## src/design/stk_pkg.sv

```systemverilog
package stk_pkg;

    // channel count and field widths
    localparam int NCH         = 4;
    localparam int WINDOW_LEN  = 8;
    localparam int SAMPLE_BITS = 12;
    localparam int OFS_W       = 11;
    localparam int OUT_W       = 11;
    localparam int CFG_IDX_W   = 2;

    // channel slots
    localparam int CH_THR = 0;
    localparam int CH_PIT = 1;
    localparam int CH_ROL = 2;
    localparam int CH_YAW = 3;

    // mapping and shaping constants
    localparam int BASE_VAL = 2000;
    localparam int CLAMP_LO = 1000;
    localparam int CLAMP_HI = 2000;
    localparam int DB_LO    = 1450;
    localparam int DB_HI    = 1550;
    localparam int DB_MID   = 1500;

    // range of a mapped value v = BASE - (s >> 2) - offset
    localparam int V_MAX = BASE_VAL + 2**(OFS_W-1);
    localparam int V_MIN = BASE_VAL - (2**(SAMPLE_BITS-2) - 1) - (2**(OFS_W-1) - 1);
    localparam int V_MAG = (V_MAX > -V_MIN) ? V_MAX : -V_MIN;
    localparam int V_W   = $clog2(V_MAG + 1) + 1;
    localparam int SUM_W = $clog2(WINDOW_LEN * V_MAG + 1) + 1;

    // reciprocal divide of a nonnegative sum by WINDOW_LEN, exact for sums < 2**DIV_N
    localparam int DIV_N  = $clog2(WINDOW_LEN * V_MAX + 1);
    localparam int DIV_L  = $clog2(WINDOW_LEN);
    localparam int DIV_SH = DIV_N + DIV_L;
    localparam int RECIP  = (2**DIV_SH + WINDOW_LEN - 1) / WINDOW_LEN;
    localparam int REC_W  = DIV_N + 1;
    localparam int PROD_W = DIV_N + REC_W;
    localparam int Q_W    = $clog2(V_MAX + 1);

    typedef enum logic [CFG_IDX_W-1:0] {
        REG_OFS_THR,
        REG_OFS_PIT,
        REG_OFS_ROL,
        REG_OFS_YAW
    } t_cfg_reg;

    typedef logic [SAMPLE_BITS-1:0]      t_adc;
    typedef logic signed [OFS_W-1:0]     t_ofs;
    typedef logic [NCH-1:0][V_W-1:0]     t_entry;
    typedef logic signed [SUM_W-1:0]     t_sum;
    typedef logic [Q_W-1:0]              t_quot;
    typedef logic [OUT_W-1:0]            t_out;

    typedef struct packed {
        logic load_b;
        logic load_o;
    } t_stage_en;

endpackage

```

## src/design/stk_if.sv

```systemverilog
interface stk_in_if;
    logic              valid;
    logic              ready;
    stk_pkg::t_adc     adc_thr;
    stk_pkg::t_adc     adc_pit;
    stk_pkg::t_adc     adc_rol;
    stk_pkg::t_adc     adc_yaw;

    modport source (output valid, output adc_thr, output adc_pit, output adc_rol,
                    output adc_yaw, input ready);
    modport sink   (input valid, input adc_thr, input adc_pit, input adc_rol,
                    input adc_yaw, output ready);
endinterface

interface stk_out_if;
    logic              valid;
    logic              ready;
    stk_pkg::t_out     thr_out;
    stk_pkg::t_out     pit_out;
    stk_pkg::t_out     rol_out;
    stk_pkg::t_out     yaw_out;

    modport source (output valid, output thr_out, output pit_out, output rol_out,
                    output yaw_out, input ready);
    modport sink   (input valid, input thr_out, input pit_out, input rol_out,
                    input yaw_out, output ready);
endinterface

interface stk_cfg_if;
    logic               valid;
    logic               ready;
    stk_pkg::t_cfg_reg  index;
    stk_pkg::t_ofs      data;

    modport source (output valid, output index, output data, input ready);
    modport sink   (input valid, input index, input data, output ready);
endinterface

```

## src/design/stk_cell.sv

```systemverilog
// One window tap: holds the four mapped values of one past word.
module stk_cell (
    input  logic            i_clk,
    input  logic            i_rst_n,
    input  logic            i_shift,
    input  stk_pkg::t_entry i_d,
    output stk_pkg::t_entry o_q
);

    stk_pkg::t_entry r_q;

    always_ff @(posedge i_clk) begin
        if (!i_rst_n) begin
            r_q <= '0;
        end else if (i_shift) begin
            r_q <= i_d;
        end
    end

    assign o_q = r_q;

endmodule

```

## src/design/stk_shape.sv

```systemverilog
// Per channel: sum / WINDOW_LEN by reciprocal multiply, then clamp and deadband.
module stk_shape (
    input  logic               i_clk,
    input  stk_pkg::t_stage_en i_en,
    input  stk_pkg::t_sum      i_sum,
    output stk_pkg::t_out      o_val
);

    logic [stk_pkg::PROD_W-1:0] w_prod;
    logic                       r_b_neg;
    stk_pkg::t_quot             r_b_q;
    stk_pkg::t_out              n_out;
    stk_pkg::t_out              r_out;

    assign w_prod = stk_pkg::PROD_W'(i_sum[stk_pkg::DIV_N-1:0])
                  * stk_pkg::PROD_W'(stk_pkg::RECIP);

    always_ff @(posedge i_clk) begin
        if (i_en.load_b) begin
            r_b_neg <= i_sum[stk_pkg::SUM_W-1];
            r_b_q   <= w_prod[stk_pkg::DIV_SH +: stk_pkg::Q_W];
        end
    end

    // a negative sum truncates to an average <= 0, which clamps low
    always_comb begin
        if (r_b_neg || (r_b_q < stk_pkg::Q_W'(stk_pkg::CLAMP_LO))) begin
            n_out = stk_pkg::OUT_W'(stk_pkg::CLAMP_LO);
        end else if (r_b_q > stk_pkg::Q_W'(stk_pkg::CLAMP_HI)) begin
            n_out = stk_pkg::OUT_W'(stk_pkg::CLAMP_HI);
        end else if ((r_b_q > stk_pkg::Q_W'(stk_pkg::DB_LO)) &&
                     (r_b_q < stk_pkg::Q_W'(stk_pkg::DB_HI))) begin
            n_out = stk_pkg::OUT_W'(stk_pkg::DB_MID);
        end else begin
            n_out = r_b_q[stk_pkg::OUT_W-1:0];
        end
    end

    always_ff @(posedge i_clk) begin
        if (i_en.load_o) begin
            r_out <= n_out;
        end
    end

    assign o_val = r_out;

endmodule

```

## src/design/stick_channel_conditioner.sv

```systemverilog
// Stick channel conditioner. Each input word carries four raw stick samples
// (throttle, pitch, roll, yaw). Every channel is mapped to 2000 - sample/4 - offset,
// using the signed per-channel offset registers 0..3 (thr, pit, rol, yaw; reset 0),
// averaged over the last WINDOW_LEN words (truncated), clamped to 1000..2000, and
// snapped to 1500 when strictly inside 1450..1550. The window starts full of zeros,
// so the first few results sit at 1000. One result word comes out per input word,
// in order. Rate: one word per cycle sustained while output words are taken. A
// word's running sum is updated at the edge that accepts it, then the reciprocal
// multiply is registered in stage B, then the clamp in the output register. The
// input stalls only while all three stages hold words and the output word is not
// taken. The window is a chain of WINDOW_LEN cells that shifts once per
// accepted word; the oldest word falls off the last cell and is subtracted from
// the running sum in the same cycle. Offsets are written through the config port,
// which is always ready; write them only while the block is idle.
module stick_channel_conditioner (
    input  logic  i_clk,
    input  logic  i_rst_n,
    stk_in_if.sink    i_in,
    stk_out_if.source o_out,
    stk_cfg_if.sink   i_cfg
);

    // ---------------- configuration ----------------
    stk_pkg::t_ofs r_ofs [stk_pkg::NCH];

    assign i_cfg.ready = 1'b1;

    always_ff @(posedge i_clk) begin
        if (!i_rst_n) begin
            for (int c = 0; c < stk_pkg::NCH; c++) begin
                r_ofs[c] <= '0;
            end
        end else if (i_cfg.valid) begin
            unique case (i_cfg.index)
                stk_pkg::REG_OFS_THR: r_ofs[stk_pkg::CH_THR] <= i_cfg.data;
                stk_pkg::REG_OFS_PIT: r_ofs[stk_pkg::CH_PIT] <= i_cfg.data;
                stk_pkg::REG_OFS_ROL: r_ofs[stk_pkg::CH_ROL] <= i_cfg.data;
                stk_pkg::REG_OFS_YAW: r_ofs[stk_pkg::CH_YAW] <= i_cfg.data;
                default: ;
            endcase
        end
    end

    // ---------------- pipeline control ----------------
    // stage A = running sums, stage B = quotient, stage O = output register
    logic r_a_valid;
    logic r_b_valid;
    logic r_o_valid;
    logic w_adv_a;
    logic w_adv_b;
    logic w_adv_o;
    logic w_in_acc;
    stk_pkg::t_stage_en w_en;

    assign w_adv_o    = !r_o_valid || o_out.ready;
    assign w_adv_b    = !r_b_valid || w_adv_o;
    assign w_adv_a    = !r_a_valid || w_adv_b;
    assign i_in.ready = w_adv_a;
    assign w_in_acc   = i_in.valid && w_adv_a;
    assign w_en.load_b = w_adv_b;
    assign w_en.load_o = w_adv_o;

    always_ff @(posedge i_clk) begin
        if (!i_rst_n) begin
            r_a_valid <= 1'b0;
            r_b_valid <= 1'b0;
            r_o_valid <= 1'b0;
        end else begin
            if (w_adv_a) begin
                r_a_valid <= i_in.valid;
            end
            if (w_adv_b) begin
                r_b_valid <= r_a_valid;
            end
            if (w_adv_o) begin
                r_o_valid <= r_b_valid;
            end
        end
    end

    // ---------------- channel mapping ----------------
    stk_pkg::t_adc   w_adc [stk_pkg::NCH];
    stk_pkg::t_entry w_v;

    assign w_adc[stk_pkg::CH_THR] = i_in.adc_thr;
    assign w_adc[stk_pkg::CH_PIT] = i_in.adc_pit;
    assign w_adc[stk_pkg::CH_ROL] = i_in.adc_rol;
    assign w_adc[stk_pkg::CH_YAW] = i_in.adc_yaw;

    // two's complement at V_W bits; the range is sized so nothing wraps
    always_comb begin
        for (int c = 0; c < stk_pkg::NCH; c++) begin
            w_v[c] = stk_pkg::V_W'(stk_pkg::BASE_VAL)
                   - {{(stk_pkg::V_W - stk_pkg::SAMPLE_BITS + 2){1'b0}},
                      w_adc[c][stk_pkg::SAMPLE_BITS-1:2]}
                   - {{(stk_pkg::V_W - stk_pkg::OFS_W){r_ofs[c][stk_pkg::OFS_W-1]}},
                      r_ofs[c]};
        end
    end

    // ---------------- window: chain of cells ----------------
    stk_pkg::t_entry w_tap [stk_pkg::WINDOW_LEN+1];

    assign w_tap[0] = w_v;

    for (genvar k = 0; k < stk_pkg::WINDOW_LEN; k++) begin : g_cell
        stk_cell u_cell (
            .i_clk   (i_clk),
            .i_rst_n (i_rst_n),
            .i_shift (w_in_acc),
            .i_d     (w_tap[k]),
            .o_q     (w_tap[k+1])
        );
    end

    // ---------------- running sums ----------------
    stk_pkg::t_sum r_sum [stk_pkg::NCH];
    stk_pkg::t_sum n_sum [stk_pkg::NCH];

    // new value in, value from WINDOW_LEN words ago out
    always_comb begin
        for (int c = 0; c < stk_pkg::NCH; c++) begin
            n_sum[c] = r_sum[c]
                     + {{(stk_pkg::SUM_W - stk_pkg::V_W){w_v[c][stk_pkg::V_W-1]}}, w_v[c]}
                     - {{(stk_pkg::SUM_W - stk_pkg::V_W)
                         {w_tap[stk_pkg::WINDOW_LEN][c][stk_pkg::V_W-1]}},
                        w_tap[stk_pkg::WINDOW_LEN][c]};
        end
    end

    // r_sum doubles as stage A data: it moves only when A is empty or B can take it
    always_ff @(posedge i_clk) begin
        if (!i_rst_n) begin
            for (int c = 0; c < stk_pkg::NCH; c++) begin
                r_sum[c] <= '0;
            end
        end else if (w_in_acc) begin
            for (int c = 0; c < stk_pkg::NCH; c++) begin
                r_sum[c] <= n_sum[c];
            end
        end
    end

    // ---------------- divide, clamp, deadband ----------------
    stk_pkg::t_out w_out [stk_pkg::NCH];

    for (genvar c = 0; c < stk_pkg::NCH; c++) begin : g_shape
        stk_shape u_shape (
            .i_clk (i_clk),
            .i_en  (w_en),
            .i_sum (r_sum[c]),
            .o_val (w_out[c])
        );
    end

    assign o_out.valid   = r_o_valid;
    assign o_out.thr_out = w_out[stk_pkg::CH_THR];
    assign o_out.pit_out = w_out[stk_pkg::CH_PIT];
    assign o_out.rol_out = w_out[stk_pkg::CH_ROL];
    assign o_out.yaw_out = w_out[stk_pkg::CH_YAW];

    // ---------------- checks ----------------
    stk_pkg::t_sum w_chk_sum [stk_pkg::NCH];
    logic          w_sum_ok;
    logic          w_out_ok;

    always_comb begin
        w_sum_ok = 1'b1;
        w_out_ok = 1'b1;
        for (int c = 0; c < stk_pkg::NCH; c++) begin
            w_chk_sum[c] = '0;
            for (int k = 1; k <= stk_pkg::WINDOW_LEN; k++) begin
                w_chk_sum[c] = w_chk_sum[c]
                             + {{(stk_pkg::SUM_W - stk_pkg::V_W)
                                 {w_tap[k][c][stk_pkg::V_W-1]}}, w_tap[k][c]};
            end
            if (w_chk_sum[c] != r_sum[c]) begin
                w_sum_ok = 1'b0;
            end
            if ((w_out[c] < stk_pkg::OUT_W'(stk_pkg::CLAMP_LO)) ||
                (w_out[c] > stk_pkg::OUT_W'(stk_pkg::CLAMP_HI)) ||
                ((w_out[c] > stk_pkg::OUT_W'(stk_pkg::DB_LO)) &&
                 (w_out[c] < stk_pkg::OUT_W'(stk_pkg::DB_HI)) &&
                 (w_out[c] != stk_pkg::OUT_W'(stk_pkg::DB_MID)))) begin
                w_out_ok = 1'b0;
            end
        end
    end

    a_sum_tracks_window: assert property (@(posedge i_clk) disable iff (!i_rst_n)
        w_sum_ok)
        else $error("running sum differs from window contents");

    a_out_shaped: assert property (@(posedge i_clk) disable iff (!i_rst_n)
        r_o_valid |-> w_out_ok)
        else $error("output word outside clamp or inside deadband");

    a_stall_from_output: assert property (@(posedge i_clk) disable iff (!i_rst_n)
        !i_in.ready |-> (r_o_valid && !o_out.ready))
        else $error("input stalled with room in the pipeline");

    a_accept_fills_a: assert property (@(posedge i_clk) disable iff (!i_rst_n)
        w_in_acc |=> r_a_valid)
        else $error("accepted word lost in sum stage");

endmodule

```

## src/flat_wrapper.sv

```systemverilog
// flat-port wrapper written by rule: the top's interface ports become plain ports
module stick_channel_conditioner_flat 
  (i_clk, i_rst_n, i_in_valid, i_in_adc_thr, i_in_adc_pit, i_in_adc_rol, i_in_adc_yaw, i_in_ready, o_out_valid, o_out_thr_out, o_out_pit_out, o_out_rol_out, o_out_yaw_out, o_out_ready, i_cfg_valid, i_cfg_index, i_cfg_data, i_cfg_ready);
  stk_in_if i_in_i ();
  stk_out_if o_out_i ();
  stk_cfg_if i_cfg_i ();
  input  logic i_clk;
  input  logic i_rst_n;
  input wire logic [$bits(i_in_i.valid)-1:0] i_in_valid;
  input wire logic [$bits(i_in_i.adc_thr)-1:0] i_in_adc_thr;
  input wire logic [$bits(i_in_i.adc_pit)-1:0] i_in_adc_pit;
  input wire logic [$bits(i_in_i.adc_rol)-1:0] i_in_adc_rol;
  input wire logic [$bits(i_in_i.adc_yaw)-1:0] i_in_adc_yaw;
  output wire logic [$bits(i_in_i.ready)-1:0] i_in_ready;
  output wire logic [$bits(o_out_i.valid)-1:0] o_out_valid;
  output wire logic [$bits(o_out_i.thr_out)-1:0] o_out_thr_out;
  output wire logic [$bits(o_out_i.pit_out)-1:0] o_out_pit_out;
  output wire logic [$bits(o_out_i.rol_out)-1:0] o_out_rol_out;
  output wire logic [$bits(o_out_i.yaw_out)-1:0] o_out_yaw_out;
  input wire logic [$bits(o_out_i.ready)-1:0] o_out_ready;
  input wire logic [$bits(i_cfg_i.valid)-1:0] i_cfg_valid;
  input wire logic [$bits(i_cfg_i.index)-1:0] i_cfg_index;
  input wire logic [$bits(i_cfg_i.data)-1:0] i_cfg_data;
  output wire logic [$bits(i_cfg_i.ready)-1:0] i_cfg_ready;
  assign i_in_i.valid = i_in_valid;
  assign i_in_i.adc_thr = i_in_adc_thr;
  assign i_in_i.adc_pit = i_in_adc_pit;
  assign i_in_i.adc_rol = i_in_adc_rol;
  assign i_in_i.adc_yaw = i_in_adc_yaw;
  assign i_in_ready = i_in_i.ready;
  assign o_out_valid = o_out_i.valid;
  assign o_out_thr_out = o_out_i.thr_out;
  assign o_out_pit_out = o_out_i.pit_out;
  assign o_out_rol_out = o_out_i.rol_out;
  assign o_out_yaw_out = o_out_i.yaw_out;
  assign o_out_i.ready = o_out_ready;
  assign i_cfg_i.valid = i_cfg_valid;
  assign i_cfg_i.index = i_cfg_index;
  assign i_cfg_i.data = i_cfg_data;
  assign i_cfg_ready = i_cfg_i.ready;
  stick_channel_conditioner u_core (.i_clk(i_clk), .i_rst_n(i_rst_n), .i_in(i_in_i), .o_out(o_out_i), .i_cfg(i_cfg_i));
endmodule
```

## config.mk

```make
export PLATFORM = sky130hd
export DESIGN_NAME = stick_channel_conditioner_flat
export DESIGN_NICKNAME = d
export VERILOG_FILES = /design/src/design/stk_pkg.sv /design/src/design/stk_if.sv /design/src/design/stk_cell.sv /design/src/design/stk_shape.sv /design/src/design/stick_channel_conditioner.sv /design/src/flat_wrapper.sv
export SDC_FILE = /design/constraint.sdc
export NUM_CORES = 1
export LEC_CHECK = 0
export BUFFER_PORTS_ARGS = -buffer_cell sky130_fd_sc_hd__buf_2
export CAP_MARGIN = 0
export CORE_UTILIZATION = 60
export DETAILED_ROUTE_END_ITERATION = 8
export PLACE_DENSITY_LB_ADDON = 0.1
export RECOVER_POWER = 25
export SETUP_SLACK_MARGIN = 0.2
export SYNTH_ARGS = -nofsm -noshare
export SYNTH_HDL_FRONTEND = slang
export SYNTH_HIERARCHICAL = 1
export SYNTH_SLANG_ARGS = --single-unit
```

## constraint.sdc

```tcl
create_clock -name i_clk -period 5.95 [get_ports i_clk]
set_input_delay 0.595 -clock i_clk [delete_from_list [all_inputs] [get_ports i_clk]]
set_output_delay 0.595 -clock i_clk [all_outputs]
set_load 0.01 [all_outputs]
```

==> summary.txt, run 1 <==
Run status
  • Status: complete, but fails checks
  • Violated checks: max-capacitance violations, max-slew violations

Critical path
  • Crit path launch type: primary input
  • Setup CP Type: primary input to register
  • Crit-path max FO: 9
  • Critical path's top delay family: compound AO/OA/AOI/OAI gates
  • Worst endpoint required time: 6270 ps
  • CP max stage cell: o41ai_1
  • CP peak stage delay: 510 ps
  • Crit end category: register
  • Cell breakdown of the critical path: buf_2, o41ai_1, nand2b_1, nand2_1, xor2_1, ha_1, o21a_1, o21ai_0, nor3b_1, o21ai_0, nand2b_1, xor2_1, fa_1, ha_1, a21o_1, a311oi_1, o21bai_1, a21o_4, a21oi_2, mux2i_1
  • WP buf/inv: 1
  • Critical Path AT: 5160 ps

STA
  • TNS Setup: 0 ps
  • Max Slew Vio Count: 98
  • Final clock skew: 26.2 ps
  • Final setup vio count: 0
  • Unrepaired setup endpoints after global routing: no
  • Slew @ Worst Pin: 3120 ps
  • Crit path time final: 4840 ps
  • FMAX: 206 MHz
  • Final period utilization: 81.4%
  • Max_slew headroom: -108%
  • Final Hold Fails: 0

Synth
  • Avg Inst Size Synth: 11.2 µm²
  • Post-Synth Adder-Cell Area: 8.88%
  • Post-synthesis share of cell area spent on xor and xnor gates: 2.99%
  • Synth Area in Simple Gates: 16.3%
  • Synth Flop Type: dfxtp_1
  • Synth Net Count: 3047
  • Largest family of logic cells by synthesized area: simple AND/OR/NAND/NOR gates
  • Top cell type's share of synthesized area: 26.8%
  • Seq/Total Area, Yosys: 46.3%
  • Top cells by area, synth: dfxtp_1 27%, edfxtp_1 20%, mux2i_1 13%
  • Post-synthesis mux area share: 13.3%
  • Count of warnings emitted by yosys: 6
  • Post-synth ARST share: 0%
  • Synth Cell Area: 31300 µm²
  • Post-synthesis compound-gate area fraction: 7.27%
  • Cell taking the most area after synthesis: dfxtp_1
  • Mapped Cells: 2797
  • Unique masters post-synth: 82
  • FF+latch count, synth: 623
  • EDFF count, synth: 204

Route
  • Detail Route Antenna Nets: 0
  • Total wire length: 59.2 mm
  • Post-route DRC violation count: 0
  • Vias per inst: 5.44
  • Initial drt markers: 908
  • Total iterations of the first detailed-routing run: 5
  • Vias: 19600
  • WL per Instance: 16.4 µm

Power and ir drop
  • Int Pwr: 9.93 mW
  • PD cells: 442 nW/µm²
  • Psw: 5.12 mW
  • Leak Pwr: 13.7 nW
  • Pwr Total: 15.1 mW
  • Sw frac: 34.0%
  • Reg power frac: 36.9%
  • Worst VDD drop: 0.244 mV
  • Logic pwr share: 35.9%
  • Clk pwr share: 27.2%

Clock network
  • Clock buffer depth: 3
  • Clk_lat worst skew: 590 ps
  • Num CTS Buffers: 67
  • Clk sinks: 623
  • Worst-path clk slew: 60 ps
  • Root buf cell: clkbuf_16
  • Number of setup buffers added after CTS: 0
  • Cts hold-fix bufs: 0
  • CTS tree: yes
  • Post-CTS sizing: 0
  • Max H-tree Level: 3

Global route
  • Initial antenna violation count: 4
  • Total congestion overflow: 0
  • Routing usage on met1: 29.1%
  • First-pass GRT wire length: 97.4 mm
  • GRT Max-Usage Layer: met2
  • Largest net degree at the start of global routing: 322
  • Global Route Usage Sum: 22.6%
  • Vias in the first global route: 19600
  • Met2 Usage GRT: 38.5%
  • M3 GR Usage: 3.59%

Cells and area
  • Share of cells above drive strength 1: 7.24%
  • Final nets: 3125
  • P&R area growth vs syn: 8.77%

Floorplanning
  • Initial Util: 61.0%
  • Die outline width: 231 µm
  • Number of I/O pins: 113
  • Die Y: 231 µm
  • Row cnt: 83
  • Area of the core: 51400 µm²
  • Die area: 53100 µm²

Hold path
  • Hold Crit Class: primary input to register

Place
  • DPL Wire Length: 40.6 mm
  • GPL Wtd Cong: 0.921
  • PortBufs: 103

Flow run
  • Max cap viols: 2
==> layer usage <==
layer	part of all wire (%)	vias to the layer above	wire length [µm]
met5	0.020	-	12
li1	-	9862	-
met4	2.3	2	1380
met2	48	308	28200
met1	46	9376	27300
met3	3.8	97	2260
==> through the flow <==
stage               hold slack [ps]  utilization [%]  instance area (µm²)  std cells  setup slack, ps
floorplan                       447                -                31300       2797             1290
CTS                             258             66.4                34100       3607             1160
global placement                461             62.1                31900       3486              579
detailed placement              473             62.1                31900       3486              550
finish                          288             66.3                34100       3608             1110
global route                    334             66.3                34100       3607              752
==> final cells by class <==
type,count,area [µm²]
inverter,165,619
clock inverter,21,139
clock buffer,100,2060
tap,680,851
sequential,623,14500
multi-input combinational,1904,15300
timing repair buffer,114,586
antenna,1,2.50
fill,4086,17300
==> power groups by stage <==
stage               clock network [mW]  logic, mW  registers [mW]
global placement                     0       5.24            5.61
CTS                               4.21       5.41            5.55
global route                      4.38       6.03            5.62
finish                            4.10       5.41            5.55
floorplan                            0       4.22            5.53
detailed placement                   0       5.35            5.63
==> worst paths after layout <==
path                            slack (ps)                                      endpoint                        startpoint  cells past startpoint
worst min-delay path                   290                 u_core/r_a_valid$_SDFFE_PN0N_                        i_in_valid                      3
worst min register to register         490  u_core/g_shape[1].u_shape/r_b_q[2]$_DFFE_PP_  u_core/r_sum[1][5]$_SDFFCE_PN0P_                      0
worst max-delay path                  1110             u_core/r_sum[3][15]$_SDFFCE_PN0P_                   i_in_adc_yaw[3]                     20
worst max register to register        1530             u_core/r_sum[0][12]$_SDFFCE_PN0P_  u_core/r_ofs[0][0]$_SDFFCE_PN0P_                     16
==> layout by cell type (no fill, tap or decap), types with 8 or more instances in the layout <==
cell,instances
a211oi_1,20
a21o_1,23
a21oi_1,64
a31oi_1,11
and2_0,31
and2_1,22
and3_1,14
and4_1,10
buf_2,57
clkbuf_1,63
clkbuf_16,76
clkinv_2,13
dfxtp_1,419
edfxtp_1,204
fa_1,64
ha_1,120
inv_1,165
mux2i_1,417
nand2_1,62
nand2b_1,20
nand3_1,17
nand4_1,18
nor2_1,115
nor2b_1,446
nor3_1,44
o211ai_1,14
o21a_1,33
o21ai_0,54
o21ai_1,13
o21bai_1,10
o31a_1,11
o31ai_1,8
or2_2,11
or3_1,8
or3b_1,12
xnor2_1,72
xor2_1,35
==> sequential cells by signal, indices dropped and copies added (netlist names) <==
name,cells
u_core/r_sum,64
u_core/o_out.valid,1
u_core/g_shape.u_shape/r_b_q,48
u_core/g_shape.u_shape/r_b_neg,4
u_core/r_a_valid,1
u_core/g_cell.u_cell/o_q,416
u_core/r_b_valid,1
u_core/r_ofs,44
u_core/g_shape.u_shape/o_val,44
==> synthesized netlist by cell type, types with 12 or more instances <==
master / count
xnor2_1: 72
nand4_1: 18
o21ai_0: 54
ha_1: 120
edfxtp_1: 204
o21a_1: 33
and2_1: 54
and3_1: 14
or3b_1: 12
mux2i_1: 417
xor2_1: 35
o211ai_1: 14
o21ai_1: 13
nand2b_1: 21
nand2_1: 63
dfxtp_1: 419
nor2b_1: 446
inv_1: 165
nand3_1: 18
a21oi_1: 64
a211oi_1: 20
nor2_1: 115
buf_8: 40
fa_1: 64
clkbuf_1: 54
nor3_1: 44
a21o_1: 23
==> logic make-up after synthesis <==
group                    count (synthesis)
XOR/XNOR                               107
adder cells (fa/ha/maj)                184
flip-flops                             623
AND/OR/NAND/NOR                        870
buffers and inverters                  270
other                                    1
AO/OA/AOI/OAI                          325
multiplexers                           417
==> worst min-delay path: stages <==
cell and delay, ps:
buf_2 120, inv_1 50, a21boi_0 60
Power figures use the tool's default switching activity.
==> inputs of run 2 (changes only) <==
- clock period: 5.95 -> 4.7 ns (I/O delays scaled with it)
==> summary.txt, run 2 (synthesis results as in run 1) <==
Power and ir drop
  • Logic pwr share: 38.6% (was 35.9%)
  • Worst VDD drop: 0.349 mV (was 0.244 mV)
  • Pwr Total: 19.7 mW (was 15.1 mW)
  • Reg power frac: 35.7% (was 36.9%)
  • Leak Pwr: 14.3 nW (was 13.7 nW)
  • Int Pwr: 13.0 mW (was 9.93 mW)
  • Psw: 6.68 mW (was 5.12 mW)
  • PD cells: 563 nW/µm² (was 442 nW/µm²)
  • Clk pwr share: 25.7% (was 27.2%)
  • Sw frac: 33.9% (was 34.0%)

STA
  • Final Hold Fails: 0 (unchanged)
  • FMAX: 233 MHz
  • Final clock skew: 20.3 ps (was 26.2 ps)
  • Max_slew headroom: -112% (was -108%)
  • Max Slew Vio Count: 193 (was 98)
  • Unrepaired setup endpoints after global routing: yes (was no)
  • Final setup vio count: 0 (unchanged)
  • Crit path time final: 4300 ps
  • Final period utilization: 91.4%
  • Slew @ Worst Pin: 3180 ps (was 3120 ps)

Cells and area
  • Most frequent cells in the layout: 446 x nor2b_1, 419 x dfxtp_1, 417 x mux2i_1 (unchanged)
  • Ant diodes: 0 (was 1)
  • Final nets: 3239 (was 3125)
  • Final core occ: 68.1% (was 66.3%)
  • Cell area after layout: 35000 µm² (was 34100 µm²)
  • Max reg flops: 416 (unchanged)
  • Fin cells: 3723 (was 3608)
  • Commonest non-fill, non-tap cell in the layout: nor2b_1 (unchanged)
  • Share of cells above drive strength 1: 11.3% (was 7.24%)
  • P&R area growth vs syn: 11.7% (was 8.77%)

Global route
  • Initial antenna violation count: 2 (was 4)
  • Global Route Usage Sum: 22.7% (was 22.6%)
  • Total congestion overflow: 0 (unchanged)
  • Largest net degree at the start of global routing: 140 (was 322)
  • Vias in the first global route: 19800 (was 19600)
  • First-pass GRT wire length: 98.4 mm (was 97.4 mm)

Clock network
  • Max H-tree Level: 3 (unchanged)
  • Root buf cell: clkbuf_16 (unchanged)
  • Cts hold-fix bufs: 0 (unchanged)
  • Worst-path clk slew: 60 ps (about the same)
  • CTS tree: yes (unchanged)
  • Clk sinks: 623 (unchanged)
  • Number of setup buffers added after CTS: 0 (unchanged)
  • Num CTS Buffers: 66 (was 67)
  • Clk_lat worst skew: 610 ps (was 590 ps)
  • Clock buffer depth: 3 (unchanged)

Route
  • Total wire length: 59.9 mm (was 59.2 mm)
  • Vias per inst: 5.37 (was 5.44)
  • Detail Route Antenna Nets: 0 (unchanged)
  • Vias: 20000 (was 19600)
  • WL per Instance: 16.1 µm (was 16.4 µm)
  • Total iterations of the first detailed-routing run: 5 (unchanged)
  • Initial drt markers: 911 (was 908)
  • Post-route DRC violation count: 0 (unchanged)

Critical path
  • Worst endpoint required time: 5150 ps (was 6270 ps)
  • Crit path launch type: primary input (unchanged)
  • R2R Path Start: u_core/r_ofs[0][0]$_SDFFCE_PN0P_ (unchanged)
  • Setup CP Type: primary input to register (unchanged)
  • Crit end category: register (unchanged)
  • Critical Path AT: 4740 ps (was 5160 ps)
  • Critical path startpoint: i_in_adc_yaw[3] (unchanged)
  • Crit-path max FO: 4 (was 9)

Place
  • Post-Place Cell Area: 32800 µm² (was 31900 µm²)
  • Cells after DPL: 3601 (was 3486)
  • DPL Wire Length: 41.6 mm (was 40.6 mm)
  • GPL Wtd Cong: 0.891 (was 0.921)
  • PortBufs: 103 (unchanged)

Floorplanning
  • Die Y: 231 µm (unchanged)
  • Initial Util: 61.0% (unchanged)
  • Number of I/O pins: 113 (unchanged)
  • Area of the core: 51400 µm² (unchanged)
  • Die area: 53100 µm² (unchanged)
  • Row cnt: 83 (unchanged)
  • Die outline width: 231 µm (unchanged)

Run status
  • Violated checks: max-capacitance violations, max-slew violations (unchanged)
  • Status: complete, but fails checks (unchanged)

Hold path
  • Hold Crit Class: primary input to register (unchanged)
  • Hold Crit Start: i_in_valid (unchanged)

Flow run
  • Max cap viols: 2 (unchanged)
==> run 2: stage by stage <==
step / TNS, ps / worst slack, ps / hold slack (ps)
floorplan: 0 / 249 / 447
detailed placement: -2020 / -243 / 474
global route: 0 / 175 / 187
CTS: 0 / 397 / 148
global placement: -280 / -102 / 458
finish: 0 / 405 / 185
==> run 2: what timing repair did <==
action                                 CTS  global route
endpoints found under the hold margin    0             0
gates resized for setup                  0            22
setup endpoints to repair                0            14
==> run 2: power by group through the flow <==
stage / clock (mW) / combinational, mW / sequential [mW]
after floorplan: 0 / 5.34 / 7.01
after CTS: 5.20 / 7.56 / 7.02
after global placement: 0 / 7.31 / 7.10
after detailed placement: 0 / 7.49 / 7.13
final: 5.07 / 7.60 / 7.02
after global routing: 5.40 / 8.47 / 7.12
==> run 2: final timing paths <==
kind | end | slack (ps) | cells after the start
worst max-delay path | u_core/r_sum[3][15]$_SDFFCE_PN0P_ | 400 | 21
worst min-delay path | u_core/r_a_valid$_SDFFE_PN0N_ | 190 | 3
worst max register to register | u_core/r_sum[0][15]$_SDFFCE_PN0P_ | 480 | 17
worst min register to register | u_core/g_shape[2].u_shape/r_b_neg$_DFFE_PP_ | 480 | 0
==> run 2: cell type report <==
cell class              count  area (µm²)
flip-flops and latches    623       14500
multi-input cells        1904       15400
repair buffers            229        1430
clock inverters            21         171
well taps                 680         851
clock buffers             101        1960
fillers                  3939       16400
inverters                 165         619
==> run 2: routing by layer <==
| metal | wire length [µm] | vias to the layer above | GRT usage, % |
|---|---|---|---|
| li1 | - | 10100 | - |
| met1 | 28000 | 9440 | 29.8 |
| met2 | 28200 | 309 | 38.0 |
| met3 | 2020 | 120 | 3.87 |
| met4 | 1710 | 2 | 7.84 |
| met5 | 12 | - | 0 |
==> run 2: worst max-delay path, cell delays in order <==
cell      delay, ps
buf_2           120
o41ai_2         370
nand2b_1        140
nand2_1         100
xor2_1          220
ha_1            320
a21oi_2         170
o211ai_1        100
nor3b_2         180
o21ai_0         150
nand2b_1        100
xor2_1          150
buf_4           150
fa_1            430
ha_1            320
a21o_1          200
a311oi_1        310
o21bai_1        150
a21o_4          230
a21oi_2         150
mux2i_1         200
